<file path="config.mk">
export PLATFORM = sky130hd
export DESIGN_NAME = stepper_trapezoid_pulse_gen_core
export DESIGN_NICKNAME = d
export VERILOG_FILES = /design/src/hw/rtl/stp_pkg.sv /design/src/hw/rtl/stp_div.sv /design/src/hw/rtl/stepper_trapezoid_pulse_gen_core.sv
export SDC_FILE = /design/constraint.sdc
export NUM_CORES = 2
export LEC_CHECK = 0
export BUFFER_PORTS_ARGS = -buffer_cell sky130_fd_sc_hd__buf_2
export CAP_MARGIN = 5
export CORE_MARGIN = 8
export CORE_UTILIZATION = 58
export CTS_BUF_LIST = sky130_fd_sc_hd__clkbuf_8 sky130_fd_sc_hd__clkbuf_16
export DETAILED_ROUTE_END_ITERATION = 6
export PLACE_DENSITY_LB_ADDON = 0.12
export SLEW_MARGIN = 20
export SYNTH_ARGS = -nofsm -noshare
export SYNTH_HDL_FRONTEND = slang
export SYNTH_SLANG_ARGS = --single-unit
</file>
<file path="constraint.sdc">
create_clock -name clk -period 8.1 [get_ports clk]
set_input_delay 2.025 -clock clk [delete_from_list [all_inputs] [get_ports clk]]
set_output_delay 2.025 -clock clk [all_outputs]
set_load 0.005 [all_outputs]
</file>
<file path="src/hw/rtl/stp_pkg.sv">
// ----------------------------------------------------------------------------
// stp_pkg: shared types and constants of the stepper pulse generator
// Field widths, request kinds, stream layouts and divider interface structs.
// ----------------------------------------------------------------------------
package stp_pkg;

    localparam int COUNT_BITS  = 24;
    localparam int PERIOD_BITS = 16;
    localparam int KIND_BITS   = 3;

    // Product of a period and a step count, divided down by a step count.
    localparam int PROD_BITS     = COUNT_BITS + PERIOD_BITS;
    localparam int DIV_CNT_BITS  = (PERIOD_BITS > 1) ? $clog2(PERIOD_BITS) : 1;

    // Input stream: total, accel, decel, min period, first period.
    localparam int IN_FIELD_BITS = 3 * COUNT_BITS + 2 * PERIOD_BITS;
    localparam int IN_DATA_BITS  = ((IN_FIELD_BITS + 7) / 8) * 8;
    localparam int IN_PAD_BITS   = IN_DATA_BITS - IN_FIELD_BITS;
    localparam int USER_BITS     = 8;

    // Output stream: level, event, busy, done, loaded period.
    localparam int OUT_FIELD_BITS = 4 + PERIOD_BITS;
    localparam int OUT_DATA_BITS  = ((OUT_FIELD_BITS + 7) / 8) * 8;
    localparam int OUT_PAD_BITS   = OUT_DATA_BITS - OUT_FIELD_BITS;

    localparam logic [KIND_BITS-1:0] KIND_TICK   = 3'd0;
    localparam logic [KIND_BITS-1:0] KIND_START  = 3'd1;
    localparam logic [KIND_BITS-1:0] KIND_PAUSE  = 3'd2;
    localparam logic [KIND_BITS-1:0] KIND_RESUME = 3'd3;
    localparam logic [KIND_BITS-1:0] KIND_STOP   = 3'd4;

    typedef struct packed {
        logic                   start;
        logic [PERIOD_BITS-1:0] base;
        logic [COUNT_BITS-1:0]  num;
        logic [COUNT_BITS-1:0]  den;
    } div_req_t;

    typedef struct packed {
        logic                   busy;
        logic                   done;
        logic [PERIOD_BITS-1:0] quo;
    } div_rsp_t;

endpackage

</file>
<file path="src/hw/rtl/stp_div.sv">
// ----------------------------------------------------------------------------
// stp_div: shared multiply and serial divide unit
// Computes floor(base * num / den) for num < den, one quotient bit a cycle.
// ----------------------------------------------------------------------------
module stp_div
(
    input  logic              clk,
    input  logic              rst_n,
    input  stp_pkg::div_req_t req,
    output stp_pkg::div_rsp_t rsp
);
    import stp_pkg::*;

    typedef enum logic [2:0] {
        D_IDLE = 3'b001,
        D_LOAD = 3'b010,
        D_RUN  = 3'b100
    } div_state_t;

    div_state_t              state_reg, state_next;
    logic [PROD_BITS-1:0]    prod_reg, prod_next;
    logic [COUNT_BITS-1:0]   den_reg, den_next;
    logic [COUNT_BITS-1:0]   rem_reg, rem_next;
    logic [PERIOD_BITS-1:0]  quo_reg, quo_next;
    logic [DIV_CNT_BITS-1:0] cnt_reg, cnt_next;
    logic                    done_reg, done_next;
    logic [COUNT_BITS:0]     shifted;
    logic [COUNT_BITS:0]     trial;

    // Since num < den the quotient fits in PERIOD_BITS and the upper part of
    // the product is already below the divisor.
    assign shifted = {rem_reg, quo_reg[PERIOD_BITS-1]};
    assign trial   = shifted - {1'b0, den_reg};

    always_comb
    begin
        state_next = state_reg;
        prod_next  = prod_reg;
        den_next   = den_reg;
        rem_next   = rem_reg;
        quo_next   = quo_reg;
        cnt_next   = cnt_reg;
        done_next  = 1'b0;
        case (state_reg)
            D_IDLE:
            begin
                if (req.start)
                begin
                    prod_next  = PROD_BITS'(req.base) * PROD_BITS'(req.num);
                    den_next   = req.den;
                    state_next = D_LOAD;
                end
            end
            D_LOAD:
            begin
                rem_next   = prod_reg[PROD_BITS-1:PERIOD_BITS];
                quo_next   = prod_reg[PERIOD_BITS-1:0];
                cnt_next   = DIV_CNT_BITS'(PERIOD_BITS - 1);
                state_next = D_RUN;
            end
            D_RUN:
            begin
                if (!trial[COUNT_BITS])
                begin
                    rem_next = trial[COUNT_BITS-1:0];
                    quo_next = {quo_reg[PERIOD_BITS-2:0], 1'b1};
                end
                else
                begin
                    rem_next = shifted[COUNT_BITS-1:0];
                    quo_next = {quo_reg[PERIOD_BITS-2:0], 1'b0};
                end
                cnt_next = cnt_reg - 1'b1;
                if (cnt_reg == '0)
                begin
                    done_next  = 1'b1;
                    state_next = D_IDLE;
                end
            end
            default:
            begin
                state_next = D_IDLE;
            end
        endcase
    end

    always_ff @(posedge clk or negedge rst_n)
    begin
        if (!rst_n)
        begin
            state_reg <= D_IDLE;
            cnt_reg   <= '0;
            done_reg  <= 1'b0;
        end
        else
        begin
            state_reg <= state_next;
            cnt_reg   <= cnt_next;
            done_reg  <= done_next;
        end
    end

    always_ff @(posedge clk)
    begin
        prod_reg <= prod_next;
        den_reg  <= den_next;
        rem_reg  <= rem_next;
        quo_reg  <= quo_next;
    end

    assign rsp.busy = (state_reg != D_IDLE);
    assign rsp.done = done_reg;
    assign rsp.quo  = quo_reg;

endmodule

</file>
<file path="src/hw/rtl/stepper_trapezoid_pulse_gen_core.sv">
// ----------------------------------------------------------------------------
// stepper_trapezoid_pulse_gen_core: single-axis trapezoidal step generator
// Sequencer and move state around a shared multiply and serial divide unit.
// ----------------------------------------------------------------------------
// Usage:
//   Each request on s_axis is a tick, a start, a pause, a resume or a stop,
//   selected by s_axis_tuser. Every request yields exactly one response on
//   m_axis with the step line level, a toggle flag, the busy flag, the move
//   done flag and the period now loaded.
//   After the edge that accepts a request, the block passes the execute
//   state and loads the response register in the output state. A tick that
//   toggles the line also passes the zone state, and in a ramp zone it waits
//   in the divide state for the multiply and bit-serial divide of the next
//   period. s_axis_tready is high only while no request is in work, so the
//   next request is taken at the earliest once the previous response is loaded.
//   The response sits in an output register, so the next request is taken
//   and worked on while the previous response waits; a stalled m_axis only
//   holds the block once a second response is ready.
//   Reset clears the move state: line low, idle, not halted, period zero.
// ----------------------------------------------------------------------------
module stepper_trapezoid_pulse_gen_core
(
    input  logic                                clk,
    input  logic                                rst_n,
    input  logic                                s_axis_tvalid,
    output logic                                s_axis_tready,
    // total_steps, accel_count, decel_steps, min_period, first_period
    input  logic [stp_pkg::IN_DATA_BITS-1:0]    s_axis_tdata,
    // kind
    input  logic [stp_pkg::USER_BITS-1:0]       s_axis_tuser,
    output logic                                m_axis_tvalid,
    input  logic                                m_axis_tready,
    // step_level, step_event, busy_res, move_done, loaded_period
    output logic [stp_pkg::OUT_DATA_BITS-1:0]   m_axis_tdata
);
    import stp_pkg::*;

    typedef enum logic [4:0] {
        S_IDLE = 5'b00001,
        S_EXEC = 5'b00010,
        S_ZONE = 5'b00100,
        S_DIV  = 5'b01000,
        S_OUT  = 5'b10000
    } seq_state_t;

    seq_state_t               state_reg, state_next;
    logic [KIND_BITS-1:0]     kind_reg, kind_next;
    logic [COUNT_BITS-1:0]    tot_in_reg, tot_in_next;
    logic [COUNT_BITS-1:0]    acc_in_reg, acc_in_next;
    logic [COUNT_BITS-1:0]    dec_in_reg, dec_in_next;
    logic [PERIOD_BITS-1:0]   minp_in_reg, minp_in_next;
    logic [PERIOD_BITS-1:0]   firstp_in_reg, firstp_in_next;

    logic                     level_reg, level_next;
    logic [COUNT_BITS-1:0]    steps_done_reg, steps_done_next;
    logic [COUNT_BITS-1:0]    steps_total_reg, steps_total_next;
    logic [COUNT_BITS-1:0]    ramp_up_reg, ramp_up_next;
    logic [COUNT_BITS-1:0]    ramp_down_reg, ramp_down_next;
    logic [PERIOD_BITS-1:0]   cruise_reg, cruise_next;
    logic [PERIOD_BITS-1:0]   tick_reg, tick_next;
    logic                     active_reg, active_next;
    logic                     halted_reg, halted_next;
    logic [PERIOD_BITS-1:0]   period_reg, period_next;
    logic                     event_reg, event_next;
    logic                     done_reg, done_next;
    logic [COUNT_BITS-1:0]    dstart_reg, dstart_next;
    logic                     dn_ok_reg, dn_ok_next;
    logic                     out_valid_reg, out_valid_next;
    logic [OUT_DATA_BITS-1:0] out_data_reg, out_data_next;

    logic [COUNT_BITS:0]      zone_sum;
    logic                     cut;
    logic [COUNT_BITS-1:0]    acc_cut;
    logic                     up_hit;
    logic                     dn_hit;
    logic [PERIOD_BITS:0]     period_sum;

    div_req_t                 div_req;
    div_rsp_t                 div_rsp;

    stp_div u_div
    (
        .clk   (clk),
        .rst_n (rst_n),
        .req   (div_req),
        .rsp   (div_rsp)
    );

    assign s_axis_tready = (state_reg == S_IDLE);
    assign m_axis_tvalid = out_valid_reg;
    assign m_axis_tdata  = out_data_reg;

    // Triangle cut when the two ramps do not fit inside the move.
    assign zone_sum = {1'b0, acc_in_reg} + {1'b0, dec_in_reg};
    assign cut      = (zone_sum >= {1'b0, tot_in_reg});
    assign acc_cut  = tot_in_reg >> 1;

    assign up_hit = (ramp_up_reg != '0) && (steps_done_reg <= ramp_up_reg);
    assign dn_hit = (ramp_down_reg != '0) && dn_ok_reg && (steps_done_reg >= dstart_reg);

    assign period_sum = {1'b0, cruise_reg} + {1'b0, div_rsp.quo};

    always_comb
    begin
        state_next       = state_reg;
        kind_next        = kind_reg;
        tot_in_next      = tot_in_reg;
        acc_in_next      = acc_in_reg;
        dec_in_next      = dec_in_reg;
        minp_in_next     = minp_in_reg;
        firstp_in_next   = firstp_in_reg;
        level_next       = level_reg;
        steps_done_next  = steps_done_reg;
        steps_total_next = steps_total_reg;
        ramp_up_next     = ramp_up_reg;
        ramp_down_next   = ramp_down_reg;
        cruise_next      = cruise_reg;
        tick_next        = tick_reg;
        active_next      = active_reg;
        halted_next      = halted_reg;
        period_next      = period_reg;
        event_next       = event_reg;
        done_next        = done_reg;
        dstart_next      = dstart_reg;
        dn_ok_next       = dn_ok_reg;
        out_valid_next   = out_valid_reg && !m_axis_tready;
        out_data_next    = out_data_reg;
        div_req.start    = 1'b0;
        div_req.base     = cruise_reg;
        div_req.num      = ramp_up_reg - steps_done_reg;
        div_req.den      = ramp_up_reg;

        case (state_reg)
            S_IDLE:
            begin
                if (s_axis_tvalid)
                begin
                    kind_next      = s_axis_tuser[KIND_BITS-1:0];
                    tot_in_next    = s_axis_tdata[COUNT_BITS-1:0];
                    acc_in_next    = s_axis_tdata[2*COUNT_BITS-1:COUNT_BITS];
                    dec_in_next    = s_axis_tdata[3*COUNT_BITS-1:2*COUNT_BITS];
                    minp_in_next   = s_axis_tdata[3*COUNT_BITS+PERIOD_BITS-1:3*COUNT_BITS];
                    firstp_in_next = s_axis_tdata[IN_FIELD_BITS-1:3*COUNT_BITS+PERIOD_BITS];
                    event_next     = 1'b0;
                    done_next      = 1'b0;
                    state_next     = S_EXEC;
                end
            end
            S_EXEC:
            begin
                state_next = S_OUT;
                case (kind_reg)
                    KIND_TICK:
                    begin
                        if (active_reg && !halted_reg)
                        begin
                            if (tick_reg >= period_reg)
                            begin
                                level_next      = ~level_reg;
                                event_next      = 1'b1;
                                tick_next       = '0;
                                steps_done_next = steps_done_reg + 1'b1;
                                dstart_next     = steps_total_reg - ramp_down_reg;
                                dn_ok_next      = (ramp_down_reg <= steps_total_reg);
                                state_next      = S_ZONE;
                            end
                            else
                            begin
                                tick_next = tick_reg + 1'b1;
                            end
                        end
                    end
                    KIND_START:
                    begin
                        if (!active_reg)
                        begin
                            if (cut)
                            begin
                                ramp_up_next   = acc_cut;
                                ramp_down_next = tot_in_reg - acc_cut;
                            end
                            else
                            begin
                                ramp_up_next   = acc_in_reg;
                                ramp_down_next = dec_in_reg;
                            end
                            halted_next      = 1'b0;
                            tick_next        = '0;
                            steps_done_next  = '0;
                            steps_total_next = tot_in_reg;
                            cruise_next      = minp_in_reg;
                            period_next      = firstp_in_reg;
                            if (tot_in_reg == '0)
                            begin
                                done_next = 1'b1;
                            end
                            else
                            begin
                                active_next = 1'b1;
                            end
                        end
                    end
                    KIND_PAUSE:
                    begin
                        halted_next = 1'b1;
                    end
                    KIND_RESUME:
                    begin
                        halted_next = 1'b0;
                    end
                    KIND_STOP:
                    begin
                        active_next = 1'b0;
                        halted_next = 1'b0;
                        tick_next   = '0;
                    end
                    default:
                    begin
                        state_next = S_OUT;
                    end
                endcase
            end
            S_ZONE:
            begin
                if (steps_done_reg < steps_total_reg)
                begin
                    if (up_hit)
                    begin
                        div_req.start = 1'b1;
                        state_next    = S_DIV;
                    end
                    else if (dn_hit)
                    begin
                        div_req.start = 1'b1;
                        div_req.num   = steps_done_reg - dstart_reg;
                        div_req.den   = ramp_down_reg;
                        state_next    = S_DIV;
                    end
                    else
                    begin
                        period_next = cruise_reg;
                        state_next  = S_OUT;
                    end
                end
                else
                begin
                    active_next = 1'b0;
                    done_next   = 1'b1;
                    state_next  = S_OUT;
                end
            end
            S_DIV:
            begin
                if (div_rsp.done)
                begin
                    if (period_sum[PERIOD_BITS])
                    begin
                        period_next = '1;
                    end
                    else
                    begin
                        period_next = period_sum[PERIOD_BITS-1:0];
                    end
                    state_next = S_OUT;
                end
            end
            S_OUT:
            begin
                if (!out_valid_reg || m_axis_tready)
                begin
                    out_valid_next = 1'b1;
                    out_data_next  = {{OUT_PAD_BITS{1'b0}}, period_reg, done_reg,
                                      active_reg, event_reg, level_reg};
                    state_next     = S_IDLE;
                end
            end
            default:
            begin
                state_next = S_IDLE;
            end
        endcase
    end

    always_ff @(posedge clk or negedge rst_n)
    begin
        if (!rst_n)
        begin
            state_reg       <= S_IDLE;
            level_reg       <= 1'b0;
            steps_done_reg  <= '0;
            steps_total_reg <= '0;
            ramp_up_reg     <= '0;
            ramp_down_reg   <= '0;
            cruise_reg      <= '0;
            tick_reg        <= '0;
            active_reg      <= 1'b0;
            halted_reg      <= 1'b0;
            period_reg      <= '0;
            event_reg       <= 1'b0;
            done_reg        <= 1'b0;
            dstart_reg      <= '0;
            dn_ok_reg       <= 1'b0;
            out_valid_reg   <= 1'b0;
        end
        else
        begin
            state_reg       <= state_next;
            level_reg       <= level_next;
            steps_done_reg  <= steps_done_next;
            steps_total_reg <= steps_total_next;
            ramp_up_reg     <= ramp_up_next;
            ramp_down_reg   <= ramp_down_next;
            cruise_reg      <= cruise_next;
            tick_reg        <= tick_next;
            active_reg      <= active_next;
            halted_reg      <= halted_next;
            period_reg      <= period_next;
            event_reg       <= event_next;
            done_reg        <= done_next;
            dstart_reg      <= dstart_next;
            dn_ok_reg       <= dn_ok_next;
            out_valid_reg   <= out_valid_next;
        end
    end

    always_ff @(posedge clk)
    begin
        kind_reg      <= kind_next;
        tot_in_reg    <= tot_in_next;
        acc_in_reg    <= acc_in_next;
        dec_in_reg    <= dec_in_next;
        minp_in_reg   <= minp_in_next;
        firstp_in_reg <= firstp_in_next;
        out_data_reg  <= out_data_next;
    end

`ifndef NO_ASSERTIONS
    // A finished move is never reported as still busy.
    a_done_not_busy: assert property (@(posedge clk) disable iff (!rst_n)
        m_axis_tvalid |-> !(m_axis_tdata[3] && m_axis_tdata[2]))
        else $error("response reports move done while still busy");

    // The tick counter never runs past the loaded period.
    a_tick_bounded: assert property (@(posedge clk) disable iff (!rst_n)
        tick_reg <= period_reg)
        else $error("tick counter beyond loaded period");

    // The divider only finishes while the sequencer waits for it.
    a_div_done_in_wait: assert property (@(posedge clk) disable iff (!rst_n)
        div_rsp.done |-> (state_reg == S_DIV))
        else $error("divider finished outside the wait state");

    // The divider is never busy while new requests are taken.
    a_div_idle_on_accept: assert property (@(posedge clk) disable iff (!rst_n)
        s_axis_tready |-> !div_rsp.busy)
        else $error("divider busy while the block accepts requests");
`endif

endmodule

</file>
==> results.md <==
- Post-DP HPWL: roughly 94000 um
- Worst Path Max Fanout: 8
- Final GP Congestion: between 0.9 and 1
- Largest net degree at the start of global routing: 149
- Total Wirelength: ~120000 um
- Pre-CTS setup slack: -1.15 ns
- 1st-pass router iterations: 5
- Finished Layout Cells: about 5700
- Crit-path most repeated cell: fa_1
- Final hold violation count: 0
- Cells after synthesis: 4264
- Layout cells sized above 1: 20.3%
- Clk_skew: between 0.03 and 0.04 ns
- Worst setup margin: -0.870 ns
- Synth area leaders: edfxtp_1 (18%), fa_1 (16%), dfrtp_1 (12%)
- Die area: around 77000 um^2
- Arrival @ worst endpoint: 9.29 ns
- CP max stage cell: fa_1
- Via count: about 34000
- Part of the cycle the worst path needs: 111%
- Failing checks: setup timing
- Dpl cells: 5572
- GR Overflow Total: 0
- Slew @ Worst Pin: around 1.1 ns
- Worst stage delay on the critical path: 0.51 ns
- Root Buffer: clkbuf_16
- Most common cell after layout, fill and taps aside: inv_1
- Port buffer count: between 100 and 150
- Max FFs per register: 40
- Post-synth cell types: 91
- Antenna diode count: 0
- Global-route wire length before repair: 187000 um
- Cts hold-fix bufs: 0
- Row cnt: 95
- Initial core utilization: between 50% and 60%
- Vias in the first global route: 34068
- Register area share after synthesis: between 20 and 30%
- Yosys top cell area share: approximately 18%
- Clock Sinks: roughly 420
- Via density: between 5 and 6
- Die Wd: ~280 um
- Initial antenna violation count: 5
- Mapped Area: 39400 um^2
- Hold Path Class: reg2reg
- Yosys reg bits: about 420
- Tmin final: ~9.0 ns
- Max Freq: 111 MHz
- GRT Util Overall: roughly 31%
- DRT antenna net count: 0
- Crit path required time: roughly 8.4 ns
- Drt initial violations: 2841
- Area leader, netlist: edfxtp_1
- Status: finished, violations left
- Total CTS buffers: between 40 and 50
- Worst Setup Start Kind: flip-flop
- RSZ-0062 raised after global routing: yes
- Max_cap viols: 0
- Commonest non-fill, non-tap cells in the layout: inv_1 (544), buf_4 (496), nand2_1 (489)
- Core Util, Final: 70.7%
- Area Growth Syn to Fin: 20.6%
- Prevailing post-synth register cell: edfxtp_1
- Critical Path End Type: flip-flop
- FILL cells: between 5000 and 6000
- Yosys warning total: 0
- Core ar.: 67300 um^2
- H-tree levels: 2
- Drt wl/cell: 21.0 um
- Final net count: between 5000 and 6000
- # IOs: around 140
- Max clock buf depth: 3
- Worst-path clk slew: approximately 0.06 ns
- WS Path Type: reg2reg
- Setup violations, final: 25
- DRC violations left: 0
- Slew Limit Fails: 0
- CTS tree: done
- Number of flops mapped to enable cells by yosys: around 230
- Mean post-synth cell area: 9.24 um^2
- Clk_lat worst skew: about 0.60 ns
- Async set or reset register ratio after synthesis: around 45%
- Rel. slew slack: 27.4%
- Die height: between 200 and 300 um
-- cells by family after synthesis --
logic type / Yosys count / synth area share [%]
flops: 419 / 29.5
simple gates: 1285 / 16.0
other cells: 1 / 0.00952
fa+ha+maj: 662 / 27.0
compound gates: 940 / 15.5
mux: 39 / 1.03
xor+xnor: 156 / 3.49
buf+inv: 762 / 7.46
-- cell type report --
| cell class | count | area (um^2) | area share [%] |
|---|---|---|---|
| clock buffers | 46 | 1130 | 2.37 |
| multi-input cells | 3086 | 25900 | 54.4 |
| repair buffers | 692 | 5340 | 11.2 |
| clock inverters | 35 | 304 | 0.640 |
| flip-flops and latches | 419 | 11600 | 24.5 |
| well taps | 873 | 1090 | 2.30 |
| inverters | 572 | 2150 | 4.52 |
-- worst max-delay path: cells and delay by family (launching register included) --
kind / cells / cell delay [ns]
buffers and inverters: 14 / 1.53
and+or+nand+nor: 3 / 0.73
adders and majority gates: 9 / 3.64
DFF: 1 / 0.38
AOI/OAI and AO/OA: 13 / 2.25
xor gates and xnor gates: 1 / 0.15
-- per-layer routing --
layer	GRT usage [%]	vias to the layer above	share of wire (%)
li1	-	15804	-
met3	2.97	286	6.4
met5	0	-	0.011
met1	39.9	16611	41
met4	12.9	2	4.8
met2	52.1	1295	48
-- synth_stat cells (17+ instances only) --
cell / instances
dfrtp_1: 186
a21o_1: 105
o21a_1: 38
edfxtp_1: 231
nor2b_1: 32
nand2_1: 506
ha_1: 349
buf_2: 33
xor2_1: 62
and3_1: 29
o21ai_0: 223
o31ai_1: 35
nand3_1: 96
clkbuf_1: 133
a21oi_1: 202
nor4_1: 27
o21bai_1: 23
or3_1: 21
a211oi_1: 30
xnor2_1: 93
and2_1: 155
mux2i_1: 26
o22ai_1: 17
inv_1: 572
nor2_1: 168
a31oi_1: 54
o211ai_1: 72
nand2b_1: 35
fa_1: 313
nor3_1: 67
nand4_1: 85
a221oi_1: 17
-- through the flow --
| step | instance area, um^2 | TNS, ns | hold WS (ns) |
|---|---|---|---|
| finish | 47500 | -12.41 | 0.445 |
| global route | 47500 | -20.15 | 0.459 |
| CTS | 46800 | -9.05 | 0.444 |
| detailed placement | 44500 | -20.78 | 0.423 |
| global placement | 44500 | -18.01 | 0.430 |
| floorplan | 39600 | -0.00420 | 0.415 |
-- final timing paths --
kind | start | end | slack [ns] | cells after the start
min in group asynchronous | rst_n | ramp_down_reg[18]$_DFFE_PN0P_ | 1.43 | 1
max in group asynchronous | rst_n | cruise_reg[15]$_DFFE_PN0P_ | 5.33 | 2
max | ramp_up_reg[0]$_DFFE_PN0P_ | u_div.prod_reg[33]$_DFFE_PP_ | -0.87 | 40
min reg2reg | period_reg[13]$_DFFE_PN0P_ | m_axis_tdata[17]$_DFFE_PP_ | 0.45 | 0
max reg2reg | ramp_up_reg[0]$_DFFE_PN0P_ | u_div.prod_reg[33]$_DFFE_PP_ | -0.87 | 40
min | period_reg[13]$_DFFE_PN0P_ | m_axis_tdata[17]$_DFFE_PP_ | 0.45 | 0
-- what timing repair did --
action	CTS	global route
gates cloned	2	1
setup buffers	41	32
hold endpoints to repair	0	0
gates resized for setup	120	143
setup endpoints to repair	28	30
pin swaps	38	107
Power is left out: the tool's default activity adds up to more than one toggle a clock period on the data nets, which glitch-free logic cannot reach.
